## config.mk

```make
export PLATFORM = sky130hd
export DESIGN_NAME = multiplexed_segment_display_controller_core
export DESIGN_NICKNAME = d
export VERILOG_FILES = /design/src/msd_pkg.sv /design/src/msd_ram.sv /design/src/msd_ctrl.sv /design/src/multiplexed_segment_display_controller_core.sv
export SDC_FILE = /design/constraint.sdc
export NUM_CORES = 1
export LEC_CHECK = 0
export BUFFER_PORTS_ARGS = -buffer_cell sky130_fd_sc_hd__buf_2
export CORE_MARGIN = 5
export CORE_UTILIZATION = 62
export CTS_CLUSTER_SIZE = 40
export DETAILED_ROUTE_END_ITERATION = 6
export PLACE_DENSITY = 0.77
export SYNTH_ARGS = -nofsm -noshare
export SYNTH_HDL_FRONTEND = slang
export SYNTH_SLANG_ARGS = --single-unit
```

## constraint.sdc

```tcl
create_clock -name clk_i -period 6.66 [get_ports clk_i]
set_input_delay 1.998 -clock clk_i [delete_from_list [all_inputs] [get_ports clk_i]]
set_output_delay 1.998 -clock clk_i [all_outputs]
set_load 0.1 [all_outputs]
```

## src/msd_pkg.sv

```systemverilog
// Shared types, constants and segment fonts for the segment display controller.
`timescale 1ns / 1ps
`default_nettype none

package msd_pkg;

  // Buffer geometry
  localparam int BUFFER_DEPTH  = 32;
  localparam int TURRET_DIGITS = 4;
  localparam int LED_WORDS     = 1;
  localparam int LED_COUNT     = 8;
  localparam int ADDR_W        = $clog2(BUFFER_DEPTH);
  // scan holds one past the last buffer index before it wraps
  localparam int SCAN_W        = $clog2(BUFFER_DEPTH + 1);
  // wide enough for any region base plus a position, and for any total
  localparam int SUM_W         = 8;

  typedef enum logic [3:0] {
    REQ_TICK       = 4'd0,
    REQ_PUT_UPPER  = 4'd1,
    REQ_PUT_LOWER  = 4'd2,
    REQ_PUT_TURRET = 4'd3,
    REQ_CLR_UPPER  = 4'd4,
    REQ_CLR_LOWER  = 4'd5,
    REQ_CLR_TURRET = 4'd6,
    REQ_LED        = 4'd7,
    REQ_SET_ALL    = 4'd8,
    REQ_CLR_ALL    = 4'd9
  } req_e;

  typedef enum logic [2:0] {
    CFG_UPPER_COUNT  = 3'd0,
    CFG_LOWER_COUNT  = 3'd1,
    CFG_UPPER_FONT   = 3'd2,
    CFG_LOWER_FONT   = 3'd3,
    CFG_LED_MAP_LOW  = 3'd4,
    CFG_LED_MAP_HIGH = 3'd5
  } cfg_reg_e;

  typedef enum logic [4:0] {
    ST_IDLE  = 5'b00001,
    ST_TICK  = 5'b00010,
    ST_WRAP  = 5'b00100,
    ST_LED   = 5'b01000,
    ST_SWEEP = 5'b10000
  } state_e;

  // Configuration as seen by the controller
  typedef struct packed {
    logic [4:0]  upper_count;
    logic [4:0]  lower_count;
    logic        upper_font;
    logic        lower_font;
    logic [63:0] led_map_low;
    logic [63:0] led_map_high;
  } cfg_t;

  // ASCII range bounds for letters and digits, and the other characters the fonts know
  localparam logic [7:0] CH_UC_A  = 8'h41;
  localparam logic [7:0] CH_UC_Z  = 8'h5A;
  localparam logic [7:0] CH_LC_A  = 8'h61;
  localparam logic [7:0] CH_LC_Z  = 8'h7A;
  localparam logic [7:0] CH_ZERO  = 8'h30;
  localparam logic [7:0] CH_NINE  = 8'h39;
  localparam logic [7:0] CH_MINUS = 8'h2D;
  localparam logic [7:0] CH_PLUS  = 8'h2B;
  localparam logic [7:0] CH_LT    = 8'h3C;
  localparam logic [7:0] CH_GT    = 8'h3E;
  localparam logic [7:0] CH_SLASH = 8'h2F;
  localparam logic [7:0] CH_UNDER = 8'h5F;

  // Seven-segment bits
  localparam logic [15:0] S7_A = 16'h0001;
  localparam logic [15:0] S7_B = 16'h0002;
  localparam logic [15:0] S7_C = 16'h0004;
  localparam logic [15:0] S7_D = 16'h0008;
  localparam logic [15:0] S7_E = 16'h0010;
  localparam logic [15:0] S7_F = 16'h0020;
  localparam logic [15:0] S7_G = 16'h0040;

  // Sixteen-segment bits
  localparam logic [15:0] S16_A1 = 16'h0001;
  localparam logic [15:0] S16_A2 = 16'h0002;
  localparam logic [15:0] S16_B  = 16'h0004;
  localparam logic [15:0] S16_C  = 16'h0008;
  localparam logic [15:0] S16_D1 = 16'h0010;
  localparam logic [15:0] S16_D2 = 16'h0020;
  localparam logic [15:0] S16_E  = 16'h0040;
  localparam logic [15:0] S16_F  = 16'h0080;
  localparam logic [15:0] S16_G1 = 16'h0100;
  localparam logic [15:0] S16_G2 = 16'h0200;
  localparam logic [15:0] S16_H  = 16'h0400;
  localparam logic [15:0] S16_I  = 16'h0800;
  localparam logic [15:0] S16_J  = 16'h1000;
  localparam logic [15:0] S16_K  = 16'h2000;
  localparam logic [15:0] S16_L  = 16'h4000;
  localparam logic [15:0] S16_M  = 16'h8000;

  localparam logic [15:0] FONT16_DIGIT [10] = '{
    S16_A1|S16_A2|S16_B|S16_C|S16_D1|S16_D2|S16_E|S16_F,
    S16_B|S16_C,
    S16_A1|S16_A2|S16_B|S16_G1|S16_G2|S16_E|S16_D1|S16_D2,
    S16_A1|S16_A2|S16_B|S16_C|S16_D1|S16_D2|S16_G1|S16_G2,
    S16_B|S16_C|S16_G1|S16_G2|S16_F,
    S16_A1|S16_A2|S16_C|S16_D1|S16_D2|S16_F|S16_G1|S16_G2,
    S16_A1|S16_A2|S16_C|S16_D1|S16_D2|S16_E|S16_F|S16_G1|S16_G2,
    S16_A1|S16_A2|S16_B|S16_C,
    S16_A1|S16_A2|S16_B|S16_C|S16_D1|S16_D2|S16_E|S16_F|S16_G1|S16_G2,
    S16_A1|S16_A2|S16_B|S16_C|S16_D1|S16_D2|S16_F|S16_G1|S16_G2
  };

  localparam logic [15:0] FONT16_LETTER [26] = '{
    S16_A1|S16_A2|S16_B|S16_C|S16_E|S16_F|S16_G1|S16_G2,
    S16_A1|S16_A2|S16_B|S16_C|S16_D1|S16_D2|S16_G2|S16_I|S16_L,
    S16_A1|S16_A2|S16_D1|S16_D2|S16_E|S16_F,
    S16_A1|S16_A2|S16_B|S16_C|S16_D1|S16_D2|S16_I|S16_L,
    S16_A1|S16_A2|S16_D1|S16_D2|S16_E|S16_F|S16_G1|S16_G2,
    S16_A1|S16_A2|S16_E|S16_F|S16_G1,
    S16_A1|S16_A2|S16_C|S16_D1|S16_D2|S16_E|S16_F|S16_G2,
    S16_B|S16_C|S16_E|S16_F|S16_G1|S16_G2,
    S16_A1|S16_A2|S16_I|S16_L|S16_D1|S16_D2,
    S16_B|S16_C|S16_D1|S16_D2|S16_E,
    S16_E|S16_F|S16_G1|S16_J|S16_K,
    S16_D1|S16_D2|S16_E|S16_F,
    S16_B|S16_C|S16_E|S16_F|S16_H|S16_J,
    S16_B|S16_C|S16_E|S16_F|S16_H|S16_K,
    S16_A1|S16_A2|S16_B|S16_C|S16_D1|S16_D2|S16_E|S16_F,
    S16_A1|S16_A2|S16_B|S16_E|S16_F|S16_G1|S16_G2,
    S16_A1|S16_A2|S16_B|S16_C|S16_D1|S16_D2|S16_E|S16_F|S16_K,
    S16_A1|S16_A2|S16_B|S16_E|S16_F|S16_G1|S16_G2|S16_K,
    S16_A1|S16_A2|S16_C|S16_D1|S16_D2|S16_F|S16_G1|S16_G2,
    S16_A1|S16_A2|S16_I|S16_L,
    S16_B|S16_C|S16_D1|S16_D2|S16_E|S16_F,
    S16_E|S16_F|S16_J|S16_M,
    S16_B|S16_C|S16_E|S16_F|S16_K|S16_M,
    S16_H|S16_J|S16_K|S16_M,
    S16_H|S16_J|S16_L,
    S16_A1|S16_A2|S16_D1|S16_D2|S16_J|S16_M
  };

  localparam logic [15:0] FONT7_DIGIT [10] = '{
    S7_A|S7_B|S7_C|S7_D|S7_E|S7_F,
    S7_B|S7_C,
    S7_A|S7_B|S7_D|S7_E|S7_G,
    S7_A|S7_B|S7_C|S7_D|S7_G,
    S7_B|S7_C|S7_F|S7_G,
    S7_A|S7_C|S7_D|S7_F|S7_G,
    S7_A|S7_C|S7_D|S7_E|S7_F|S7_G,
    S7_A|S7_B|S7_C,
    S7_A|S7_B|S7_C|S7_D|S7_E|S7_F|S7_G,
    S7_A|S7_B|S7_C|S7_D|S7_F|S7_G
  };

  localparam logic [15:0] FONT7_LETTER [26] = '{
    S7_A|S7_B|S7_C|S7_E|S7_F|S7_G,
    S7_C|S7_D|S7_E|S7_F|S7_G,
    S7_A|S7_D|S7_E|S7_F,
    S7_B|S7_C|S7_D|S7_E|S7_G,
    S7_A|S7_D|S7_E|S7_F|S7_G,
    S7_A|S7_E|S7_F|S7_G,
    S7_A|S7_C|S7_D|S7_E|S7_F,
    S7_B|S7_C|S7_E|S7_F|S7_G,
    S7_B|S7_C,
    S7_B|S7_C|S7_D|S7_E,
    S7_B|S7_E|S7_F|S7_G,
    S7_D|S7_E|S7_F,
    S7_A|S7_C|S7_E|S7_G,
    S7_C|S7_E|S7_G,
    S7_A|S7_B|S7_C|S7_D|S7_E|S7_F,
    S7_A|S7_B|S7_E|S7_F|S7_G,
    S7_A|S7_B|S7_C|S7_F|S7_G,
    S7_E|S7_G,
    S7_A|S7_C|S7_D|S7_F|S7_G,
    S7_D|S7_E|S7_F|S7_G,
    S7_B|S7_C|S7_D|S7_E|S7_F,
    S7_C|S7_D|S7_E,
    S7_A|S7_D|S7_G,
    S7_A|S7_D|S7_G,
    S7_B|S7_C|S7_D|S7_F|S7_G,
    S7_D|S7_G
  };

  // Sixteen-segment encoding; letters fold to upper case, unknown is blank
  function automatic logic [15:0] enc16(input logic [7:0] c);
    logic [7:0]  k;
    logic [15:0] w;
    k = '0;
    w = '0;
    if (c >= CH_UC_A && c <= CH_UC_Z) begin
      k = c - CH_UC_A;
      w = FONT16_LETTER[k[4:0]];
    end else if (c >= CH_LC_A && c <= CH_LC_Z) begin
      k = c - CH_LC_A;
      w = FONT16_LETTER[k[4:0]];
    end else if (c >= CH_ZERO && c <= CH_NINE) begin
      k = c - CH_ZERO;
      w = FONT16_DIGIT[k[3:0]];
    end else if (c == CH_MINUS) begin
      w = S16_G1 | S16_G2;
    end else if (c == CH_PLUS) begin
      w = S16_G1 | S16_G2 | S16_I | S16_L;
    end else if (c == CH_LT) begin
      w = S16_J | S16_K;
    end else if (c == CH_GT) begin
      w = S16_H | S16_M;
    end else if (c == CH_SLASH) begin
      w = S16_J | S16_M;
    end
    return w;
  endfunction

  // Seven-segment encoding, same folding rules
  function automatic logic [15:0] enc7(input logic [7:0] c);
    logic [7:0]  k;
    logic [15:0] w;
    k = '0;
    w = '0;
    if (c >= CH_UC_A && c <= CH_UC_Z) begin
      k = c - CH_UC_A;
      w = FONT7_LETTER[k[4:0]];
    end else if (c >= CH_LC_A && c <= CH_LC_Z) begin
      k = c - CH_LC_A;
      w = FONT7_LETTER[k[4:0]];
    end else if (c >= CH_ZERO && c <= CH_NINE) begin
      k = c - CH_ZERO;
      w = FONT7_DIGIT[k[3:0]];
    end else if (c == CH_MINUS) begin
      w = S7_G;
    end else if (c == CH_UNDER) begin
      w = S7_D;
    end
    return w;
  endfunction

endpackage

`default_nettype wire

```

## src/msd_ram.sv

```systemverilog
// Simple dual-port RAM, one write and one registered read port.
`timescale 1ns / 1ps
`default_nettype none

module msd_ram #(
  parameter int DEPTH = 32,
  parameter int WIDTH = 16,
  parameter int AW    = $clog2(DEPTH)
) (
  input  wire logic             clk_i,
  input  wire logic             we_i,
  input  wire logic [AW-1:0]    waddr_i,
  input  wire logic [WIDTH-1:0] wdata_i,
  input  wire logic             re_i,
  input  wire logic [AW-1:0]    raddr_i,
  output logic      [WIDTH-1:0] rdata_o
);

  logic [WIDTH-1:0] mem [DEPTH];
  logic [WIDTH-1:0] rdata_q;

  // write port
  always_ff @(posedge clk_i) begin
    if (we_i) begin
      mem[waddr_i] <= wdata_i;
    end
  end

  // read port, data held until the next read
  always_ff @(posedge clk_i) begin
    if (re_i) begin
      rdata_q <= mem[raddr_i];
    end
  end

  assign rdata_o = rdata_q;

endmodule

`default_nettype wire

```

## src/msd_ctrl.sv

```systemverilog
// Request sequencer: puts, region sweeps, LED read-modify-write and refresh scan.
`timescale 1ns / 1ps
`default_nettype none

module msd_ctrl
  import msd_pkg::*;
(
  input  wire logic        clk_i,
  input  wire logic        rst_ni,
  input  wire cfg_t        cfg_i,
  // item in
  input  wire logic        in_valid_i,
  output logic             in_stall_o,
  input  wire logic [3:0]  req_type_i,
  input  wire logic [4:0]  position_i,
  input  wire logic [7:0]  char_code_i,
  input  wire logic [2:0]  led_index_i,
  input  wire logic        led_on_i,
  // result out
  output logic             out_valid_o,
  input  wire logic        out_stall_i,
  output logic [4:0]       digit_index_o,
  output logic [15:0]      segment_word_o
);

  state_e state_q, state_d;

  // buffer port signals
  logic              wr_en;
  logic [ADDR_W-1:0] wr_addr;
  logic [15:0]       wr_data;
  logic              rd_en;
  logic [ADDR_W-1:0] rd_addr;
  logic [15:0]       rd_data;

  // entry valid bits: an unwritten entry reads as zero
  logic [BUFFER_DEPTH-1:0] vld_q, vld_d;
  logic                    rd_vld_q;
  logic [15:0]             rd_word;

  logic [SCAN_W-1:0] scan_q, scan_d;
  logic [SUM_W-1:0]  sw_addr_q, sw_addr_d;
  logic [SUM_W-1:0]  sw_left_q, sw_left_d;
  logic [15:0]       sw_fill_q, sw_fill_d;
  logic [ADDR_W-1:0] led_addr_q, led_addr_d;
  logic [15:0]       led_map_q, led_map_d;
  logic              led_on_q, led_on_d;

  logic              out_valid_q, out_valid_d;
  logic [4:0]        out_idx_q, out_idx_d;
  logic [15:0]       out_word_q, out_word_d;

  logic              in_accept;
  logic              out_free;
  logic              out_load;
  req_e              req;

  // region geometry
  logic [SUM_W-1:0] upper_n, lower_n, lower_base, led_base, turret_base;
  logic [SUM_W-1:0] total_raw, total;
  logic [SUM_W-1:0] pos_ext;
  logic [SUM_W-1:0] put_addr;
  logic             put_ok;
  logic [15:0]      put_word;
  logic [63:0]      led_src;

  assign upper_n     = SUM_W'(cfg_i.upper_count);
  assign lower_n     = SUM_W'(cfg_i.lower_count);
  assign lower_base  = upper_n;
  assign led_base    = upper_n + lower_n;
  assign turret_base = led_base + SUM_W'(LED_WORDS);
  assign total_raw   = turret_base + SUM_W'(TURRET_DIGITS);
  assign total       = (total_raw > SUM_W'(BUFFER_DEPTH)) ? SUM_W'(BUFFER_DEPTH) : total_raw;
  assign pos_ext     = SUM_W'(position_i);

  assign req        = req_e'(req_type_i);
  assign in_stall_o = (state_q != ST_IDLE);
  assign in_accept  = in_valid_i && !in_stall_o;
  assign out_free   = !out_valid_q || !out_stall_i;
  assign rd_word    = rd_vld_q ? rd_data : 16'h0000;
  assign led_src    = led_index_i[2] ? cfg_i.led_map_high : cfg_i.led_map_low;

  // put address and encoded word
  always_comb begin
    put_addr = pos_ext;
    put_ok   = 1'b0;
    put_word = 16'h0000;
    case (req)
      REQ_PUT_UPPER: begin
        put_addr = pos_ext;
        put_ok   = pos_ext < upper_n;
        put_word = cfg_i.upper_font ? enc16(char_code_i) : enc7(char_code_i);
      end
      REQ_PUT_LOWER: begin
        put_addr = lower_base + pos_ext;
        put_ok   = pos_ext < lower_n;
        put_word = cfg_i.lower_font ? enc16(char_code_i) : enc7(char_code_i);
      end
      REQ_PUT_TURRET: begin
        put_addr = turret_base + pos_ext;
        put_ok   = pos_ext < SUM_W'(TURRET_DIGITS);
        put_word = enc7(char_code_i);
      end
      default: begin
        put_ok = 1'b0;
      end
    endcase
  end

  // sequencer
  always_comb begin
    state_d     = state_q;
    scan_d      = scan_q;
    sw_addr_d   = sw_addr_q;
    sw_left_d   = sw_left_q;
    sw_fill_d   = sw_fill_q;
    led_addr_d  = led_addr_q;
    led_map_d   = led_map_q;
    led_on_d    = led_on_q;
    vld_d       = vld_q;
    wr_en       = 1'b0;
    wr_addr     = put_addr[ADDR_W-1:0];
    wr_data     = put_word;
    rd_en       = 1'b0;
    rd_addr     = scan_q[ADDR_W-1:0];
    out_load    = 1'b0;
    out_valid_d = out_valid_q && out_stall_i;
    out_idx_d   = out_idx_q;
    out_word_d  = out_word_q;

    case (state_q)
      ST_IDLE: begin
        if (in_accept) begin
          case (req)
            REQ_TICK: begin
              rd_en   = 1'b1;
              rd_addr = scan_q[ADDR_W-1:0];
              state_d = ST_TICK;
            end
            REQ_PUT_UPPER, REQ_PUT_LOWER, REQ_PUT_TURRET: begin
              wr_en = put_ok && (put_addr < SUM_W'(BUFFER_DEPTH));
            end
            REQ_CLR_UPPER: begin
              sw_addr_d = '0;
              sw_left_d = upper_n;
              sw_fill_d = 16'h0000;
              if (upper_n != '0) state_d = ST_SWEEP;
            end
            REQ_CLR_LOWER: begin
              sw_addr_d = lower_base;
              sw_left_d = lower_n;
              sw_fill_d = 16'h0000;
              if (lower_n != '0) state_d = ST_SWEEP;
            end
            REQ_CLR_TURRET: begin
              sw_addr_d = turret_base;
              sw_left_d = SUM_W'(TURRET_DIGITS);
              sw_fill_d = 16'h0000;
              if (TURRET_DIGITS != 0) state_d = ST_SWEEP;
            end
            REQ_LED: begin
              if ((4'(led_index_i) < 4'(LED_COUNT)) &&
                  (led_base < SUM_W'(BUFFER_DEPTH))) begin
                rd_en      = 1'b1;
                rd_addr    = led_base[ADDR_W-1:0];
                led_addr_d = led_base[ADDR_W-1:0];
                led_map_d  = led_src[16*led_index_i[1:0] +: 16];
                led_on_d   = led_on_i;
                state_d    = ST_LED;
              end
            end
            REQ_SET_ALL: begin
              sw_addr_d = '0;
              sw_left_d = SUM_W'(BUFFER_DEPTH);
              sw_fill_d = 16'hFFFF;
              state_d   = ST_SWEEP;
            end
            REQ_CLR_ALL: begin
              vld_d = '0;
            end
            default: begin
              state_d = ST_IDLE;
            end
          endcase
        end
      end
      ST_TICK: begin
        // hand the word to the output register once it is free
        if (out_free) begin
          out_load    = 1'b1;
          out_valid_d = 1'b1;
          out_idx_d   = 5'(scan_q);
          out_word_d  = rd_word;
          scan_d      = scan_q + SCAN_W'(1);
          state_d     = ST_WRAP;
        end
      end
      ST_WRAP: begin
        // reduce modulo the total, one subtraction a cycle
        if (SUM_W'(scan_q) >= total) begin
          scan_d = SCAN_W'(SUM_W'(scan_q) - total);
        end else begin
          state_d = ST_IDLE;
        end
      end
      ST_LED: begin
        wr_en   = 1'b1;
        wr_addr = led_addr_q;
        wr_data = led_on_q ? (rd_word | led_map_q) : (rd_word & ~led_map_q);
        state_d = ST_IDLE;
      end
      ST_SWEEP: begin
        wr_en     = sw_addr_q < SUM_W'(BUFFER_DEPTH);
        wr_addr   = sw_addr_q[ADDR_W-1:0];
        wr_data   = sw_fill_q;
        sw_addr_d = sw_addr_q + SUM_W'(1);
        sw_left_d = sw_left_q - SUM_W'(1);
        if (sw_left_q == SUM_W'(1)) state_d = ST_IDLE;
      end
      default: begin
        state_d = ST_IDLE;
      end
    endcase

    if (wr_en) vld_d[wr_addr] = 1'b1;
  end

  // control registers
  always_ff @(posedge clk_i or negedge rst_ni) begin
    if (!rst_ni) begin
      state_q     <= ST_IDLE;
      scan_q      <= '0;
      vld_q       <= '0;
      out_valid_q <= 1'b0;
      sw_left_q   <= '0;
    end else begin
      state_q     <= state_d;
      scan_q      <= scan_d;
      vld_q       <= vld_d;
      out_valid_q <= out_valid_d;
      sw_left_q   <= sw_left_d;
    end
  end

  // payload registers
  always_ff @(posedge clk_i) begin
    sw_addr_q  <= sw_addr_d;
    sw_fill_q  <= sw_fill_d;
    led_addr_q <= led_addr_d;
    led_map_q  <= led_map_d;
    led_on_q   <= led_on_d;
    out_idx_q  <= out_idx_d;
    out_word_q <= out_word_d;
    if (rd_en) rd_vld_q <= vld_q[rd_addr];
  end

  msd_ram #(
    .DEPTH (BUFFER_DEPTH),
    .WIDTH (16)
  ) u_ram (
    .clk_i   (clk_i),
    .we_i    (wr_en),
    .waddr_i (wr_addr),
    .wdata_i (wr_data),
    .re_i    (rd_en),
    .raddr_i (rd_addr),
    .rdata_o (rd_data)
  );

  assign out_valid_o    = out_valid_q;
  assign digit_index_o  = out_idx_q;
  assign segment_word_o = out_word_q;

  // checks
  a_scan_in_buffer: assert property (@(posedge clk_i) disable iff (!rst_ni)
    (state_q == ST_IDLE) |-> (SUM_W'(scan_q) < SUM_W'(BUFFER_DEPTH)))
    else $error("scan position outside buffer while idle");

  a_no_write_in_scan: assert property (@(posedge clk_i) disable iff (!rst_ni)
    ((state_q == ST_TICK) || (state_q == ST_WRAP)) |-> !wr_en)
    else $error("buffer written during refresh scan");

  a_load_when_free: assert property (@(posedge clk_i) disable iff (!rst_ni)
    out_load |-> (!out_valid_q || !out_stall_i))
    else $error("result register overwritten while held");

  a_tick_reads: assert property (@(posedge clk_i) disable iff (!rst_ni)
    (in_accept && (req == REQ_TICK)) |=> (state_q == ST_TICK))
    else $error("tick item did not enter scan read");

endmodule

`default_nettype wire

```

## src/multiplexed_segment_display_controller_core.sv

```systemverilog
// Top level of the segment display controller: configuration registers and sequencer.
// A tick item's word comes through the buffer's registered read port into the result register
// once the output is free. The input stalls until an item is done: puts and clear-all leave
// the block idle; LED items read the entry, then write it back; ticks then wrap the scan
// position, one subtraction a cycle; region clears and set-all write one buffer entry a cycle.
// Reset: asynchronous, active low; per-entry valid bits make the buffer read as zero at
// once, with no clearing pass; configuration returns to 5, 4, 1, 0, 0, 0.
`timescale 1ns / 1ps
`default_nettype none

module multiplexed_segment_display_controller_core
  import msd_pkg::*;
(
  input  wire logic        clk_i,
  input  wire logic        rst_ni,
  // configuration writes
  input  wire logic        cfg_valid_i,
  output logic             cfg_ready_o,
  input  wire logic [2:0]  cfg_index_i,
  input  wire logic [63:0] cfg_data_i,
  // items in
  input  wire logic        in_valid_i,
  output logic             in_stall_o,
  input  wire logic [3:0]  req_type_i,
  input  wire logic [4:0]  position_i,
  input  wire logic [7:0]  char_code_i,
  input  wire logic [2:0]  led_index_i,
  input  wire logic        led_on_i,
  // results out
  output logic             out_valid_o,
  input  wire logic        out_stall_i,
  output logic [4:0]       digit_index_o,
  output logic [15:0]      segment_word_o
);

  cfg_t cfg_q, cfg_d;

  assign cfg_ready_o = 1'b1;

  // register write decode
  always_comb begin
    cfg_d = cfg_q;
    if (cfg_valid_i) begin
      case (cfg_reg_e'(cfg_index_i))
        CFG_UPPER_COUNT:  cfg_d.upper_count  = cfg_data_i[4:0];
        CFG_LOWER_COUNT:  cfg_d.lower_count  = cfg_data_i[4:0];
        CFG_UPPER_FONT:   cfg_d.upper_font   = cfg_data_i[0];
        CFG_LOWER_FONT:   cfg_d.lower_font   = cfg_data_i[0];
        CFG_LED_MAP_LOW:  cfg_d.led_map_low  = cfg_data_i;
        CFG_LED_MAP_HIGH: cfg_d.led_map_high = cfg_data_i;
        default:          cfg_d = cfg_q;
      endcase
    end
  end

  always_ff @(posedge clk_i or negedge rst_ni) begin
    if (!rst_ni) begin
      cfg_q.upper_count  <= 5'd5;
      cfg_q.lower_count  <= 5'd4;
      cfg_q.upper_font   <= 1'b1;
      cfg_q.lower_font   <= 1'b0;
      cfg_q.led_map_low  <= '0;
      cfg_q.led_map_high <= '0;
    end else begin
      cfg_q <= cfg_d;
    end
  end

  msd_ctrl u_ctrl (
    .clk_i          (clk_i),
    .rst_ni         (rst_ni),
    .cfg_i          (cfg_q),
    .in_valid_i     (in_valid_i),
    .in_stall_o     (in_stall_o),
    .req_type_i     (req_type_i),
    .position_i     (position_i),
    .char_code_i    (char_code_i),
    .led_index_i    (led_index_i),
    .led_on_i       (led_on_i),
    .out_valid_o    (out_valid_o),
    .out_stall_i    (out_stall_i),
    .digit_index_o  (digit_index_o),
    .segment_word_o (segment_word_o)
  );

endmodule

`default_nettype wire

```

==> flow_summary_export.csv <==
group,metric,value,unit
synthesis,yosys.area_share.simple,5.94,%
die,io_pins,117,
worst_setup_path,required,6.96,ns
synthesis,synth_compound_area_share,8.06,%
min_path,hold_class,"reg2reg",
timing,rsz0062_at_grt,"no",
synthesis,synth_nets,2489,
synthesis,synth_warnings,0,
synthesis,synth_xor_xnor_area_share,0.562,%
synthesis,synth-seq-cells,773,
timing,slew_viol_final,0,
layout,post-route-util,70.5,%
placement,dpl_cell_area,36300,um^2
synthesis,synth.most_common_cell,"edfxtp_1",
power,peakVddDrop,0.270,mV
timing,clock-skew-final,0.0317,ns
placement,io_buffers,115,
synthesis,synthTopCellsByCount,"edfxtp_1 (581), mux2i_1 (309), dfrtp_1 (187), mux2_2 (157), o22ai_1 (144)",
clocking,clk_path_buf_depth,3,
timing,maxSlewHeadroom,5.13,%
job,drv_cap,0,
timing,fin_tns_setup,0,ns
power,p_comb_share,20.6,%
drt,routed_wl,89000,um
die,die_w,245,um
global_route,grt_pass1_wl,133000,um
drt,via_per_inst,6.64,
drt,wl_per_cell,27.3,um
synthesis,synth_area,34300,um^2
clocking,clock-sinks,773,
clocking,htreeDepth,3,
synthesis,synth_edf_count,581,
clocking,cts_resized,0,
synthesis,muxShareOfSynthArea,16.3,%
drt,drc_errors,0,
clocking,clk_latency,0.63,ns
worst_setup_path,crit_arrival,6.15,ns
global_route,overflow,0,
power,seq_power_share,45.8,%
die,row_count,86,
timing,hold_violations,0,
timing,setup_viol,0,
clocking,root_buffer,"clkbuf_16",
power,p_sw_share,28.5,%
drt,drt-initial-drc-count,2283,
clocking,post_cts_buffers,0,
synthesis,synth_largest_area_cell,"edfxtp_1",
outcome,outcome,"finished, final reports clean",
layout,multi_input_area,11600,um^2
synthesis,synth_top_family_by_area,"multiplexers",
layout,fin_area,38700,um^2
layout,syn2layout_area_growth,13.0,%
power,p_leak,13.7,nW
synthesis,synth_seq_area_share,65.0,%
timing,max_freq,171,MHz
timing,tightest_slew,1.41,ns
layout,fin_nets,2646,
die,die_y,245,um
layout,nFillCells,3633,
die,core,54900,um^2
global_route,grt_pass1_vias,21700,
drt,dr.pass1.iters,5,
power,power.density,319,nW/um^2
global_route,grt_max_degree,105,
synthesis,syn-instance-count,2339,
die,die_area,60100,um^2
worst_setup_path,path_max_fanout,42,
worst_setup_path,start_kind,"primary input",
timing,post-route-period-util,87.8,%
worst_setup_path,setup.worst_path.class,"in2reg",
clocking,path_clk_slew,0.06,ns
clocking,cts_tree,"yes",
die,initial_core_util,62.4,%
layout,drive_gt1_share,22.7,%
synthesis,yosysUniqueCellTypes,78,
worst_setup_path,cp-end-kind,"flop",
synthesis,synth_area_leaders,"edfxtp_1 (51%), dfrtp_1 (14%), mux2i_1 (9.0%)",
power,internal_power,8.82,mW
drt,ant_nets,0,
synthesis,async_reset_ff_share,24.8,%
drt,vias,21700,
synthesis,syn_avg_cell_area,14.6,um^2
placement,dp_hpwl,54300,um
clocking,cts_buffers,77,
power,p_sw,3.51,mW
timing,hold_slack,0.479,ns
synthesis,synthAdderAreaFrac,2.17,%
global_route,track_usage,29.3,%
synthesis,synthFlopType,"edfxtp_1",
layout,seqCellArea,22300,um^2
global_route,antenna_found_initial,5,
power,pwr-share-clk,33.7,%
synthesis,synth_top_area_share,50.9,%
clocking,cts_hold_buf,0,
placement,place_congestion,0.890,
timing,final.min_clock_period,5.85,ns
## stage by stage
step,setup WS (ns),power [mW],std cells
after global routing,0.644,12.8,3262
after floorplan,0.118,7.40,2339
after global placement,0.530,8.11,3121
final,0.814,12.3,3263
after detailed placement,0.374,8.21,3121
after CTS,0.906,12.3,3260
## power by group through the flow
stage          clock [mW]  combinational, mW  sequential, mW
2_1_floorplan           0               1.74            5.66
3_3_place_gp            0               2.40            5.71
3_5_place_dp            0               2.48            5.74
4_1_cts              4.19               2.50            5.64
5_1_grt              4.43               2.72            5.67
6_report             4.15               2.54            5.65
## final cells by class
class / count / area share (%)
Antenna cell: 3 / 0.0194
Inverter: 34 / 0.330
Clock buffer: 96 / 5.19
Sequential cell: 773 / 57.5
Tap cell: 704 / 2.28
Multi-Input combinational cell: 1398 / 30.1
Clock inverter: 43 / 1.02
Timing Repair Buffer: 212 / 3.59
## worst paths after layout
kind                       cells past startpoint  slack [ns]                       to        startpoint
max reg2reg                                   14        0.82  u_ctrl.u_ram.mem[2][13]        cfg_q[135]
max                                           11        0.81  u_ctrl.u_ram.rdata_o[9]     req_type_i[1]
max in group asynchronous                      2        3.97               cfg_q[120]            rst_ni
min in group asynchronous                      1        1.47                cfg_q[46]            rst_ni
min                                            1        0.48         u_ctrl.vld_q[30]  u_ctrl.vld_q[30]
min reg2reg                                    1        0.48         u_ctrl.vld_q[30]  u_ctrl.vld_q[30]
## logic make-up (layout without fill, tap and decap cells)
| family | count (synthesis) | after routing |
|---|---|---|
| flops | 773 | 773 |
| mux | 498 | 498 |
| compound gates | 429 | 429 |
| simple gates | 391 | 391 |
| buf+inv | 168 | 385 |
| fa+ha+maj | 57 | 57 |
| xor+xnor | 22 | 22 |
| other cells | 1 | 4 |
## critical path, stage by stage
cell,delay (ns)
buf_2,0.31
and4b_1,0.28
nand4_1,0.17
nor3_4,0.53
mux2i_4,0.37
buf_12,0.30
buf_4,0.36
mux2i_1,0.28
o22ai_1,0.13
nor4_1,1.16
mux2i_1,0.20
## layer usage
layer  global-route usage [%]  routed length (um)  vias up
met3                     5.76                8450      167
li1                         -                   -     9472
met4                     8.80                2510        4
met5                        0                  34        -
met1                     40.8               34900    10900
met2                     47.6               43000     1073
## cell usage in the layout, fill, tap and decap left out, types with 9 or more instances in the layout
cell type  netlist  final
nor4_1          58     39
dfrtp_1        187    187
nand2_1         97     97
mux2_2         157    157
nor2_1          65     65
a31oi_1         13     13
clkbuf_16        0     77
o21ai_0         71     69
inv_1           33     33
or3_1           10     10
a21o_1          34     34
nor3_1          35     23
clkinv_1         1     15
clkinv_2         0     13
o22ai_1        144    144
nor4_2           1     19
buf_2           31    114
ha_1            53     53
clkbuf_1        89     18
mux4_2          32     32
nor3_2           1     13
mux2i_1        309    307
xor2_1          10     10
edfxtp_1       581    581
o211ai_1        15     15
nand3_1         39     39
a211oi_1         9      9
and2_1          19     19
xnor2_1         12     12
a21oi_1         59     58
nand2b_1        14     14
buf_4            3     91
nor2b_1         11     11
## sequential cells by signal, indices dropped and copies added (netlist names)
name and flops:
cfg_q 140, u_ctrl.digit_index_o 5, u_ctrl.led_addr_q 5, u_ctrl.led_map_q 16, u_ctrl.led_on_q 1, u_ctrl.out_valid_o 1, u_ctrl.rd_vld_q 1, u_ctrl.scan_q 6
u_ctrl.segment_word_o 16, u_ctrl.state_q 5, u_ctrl.sw_addr_q 8, u_ctrl.sw_fill_q 1, u_ctrl.sw_left_q 8, u_ctrl.u_ram.mem 512, u_ctrl.u_ram.rdata_o 16, u_ctrl.vld_q 32
No activity file was read; power rests on OpenSTA's default activity.
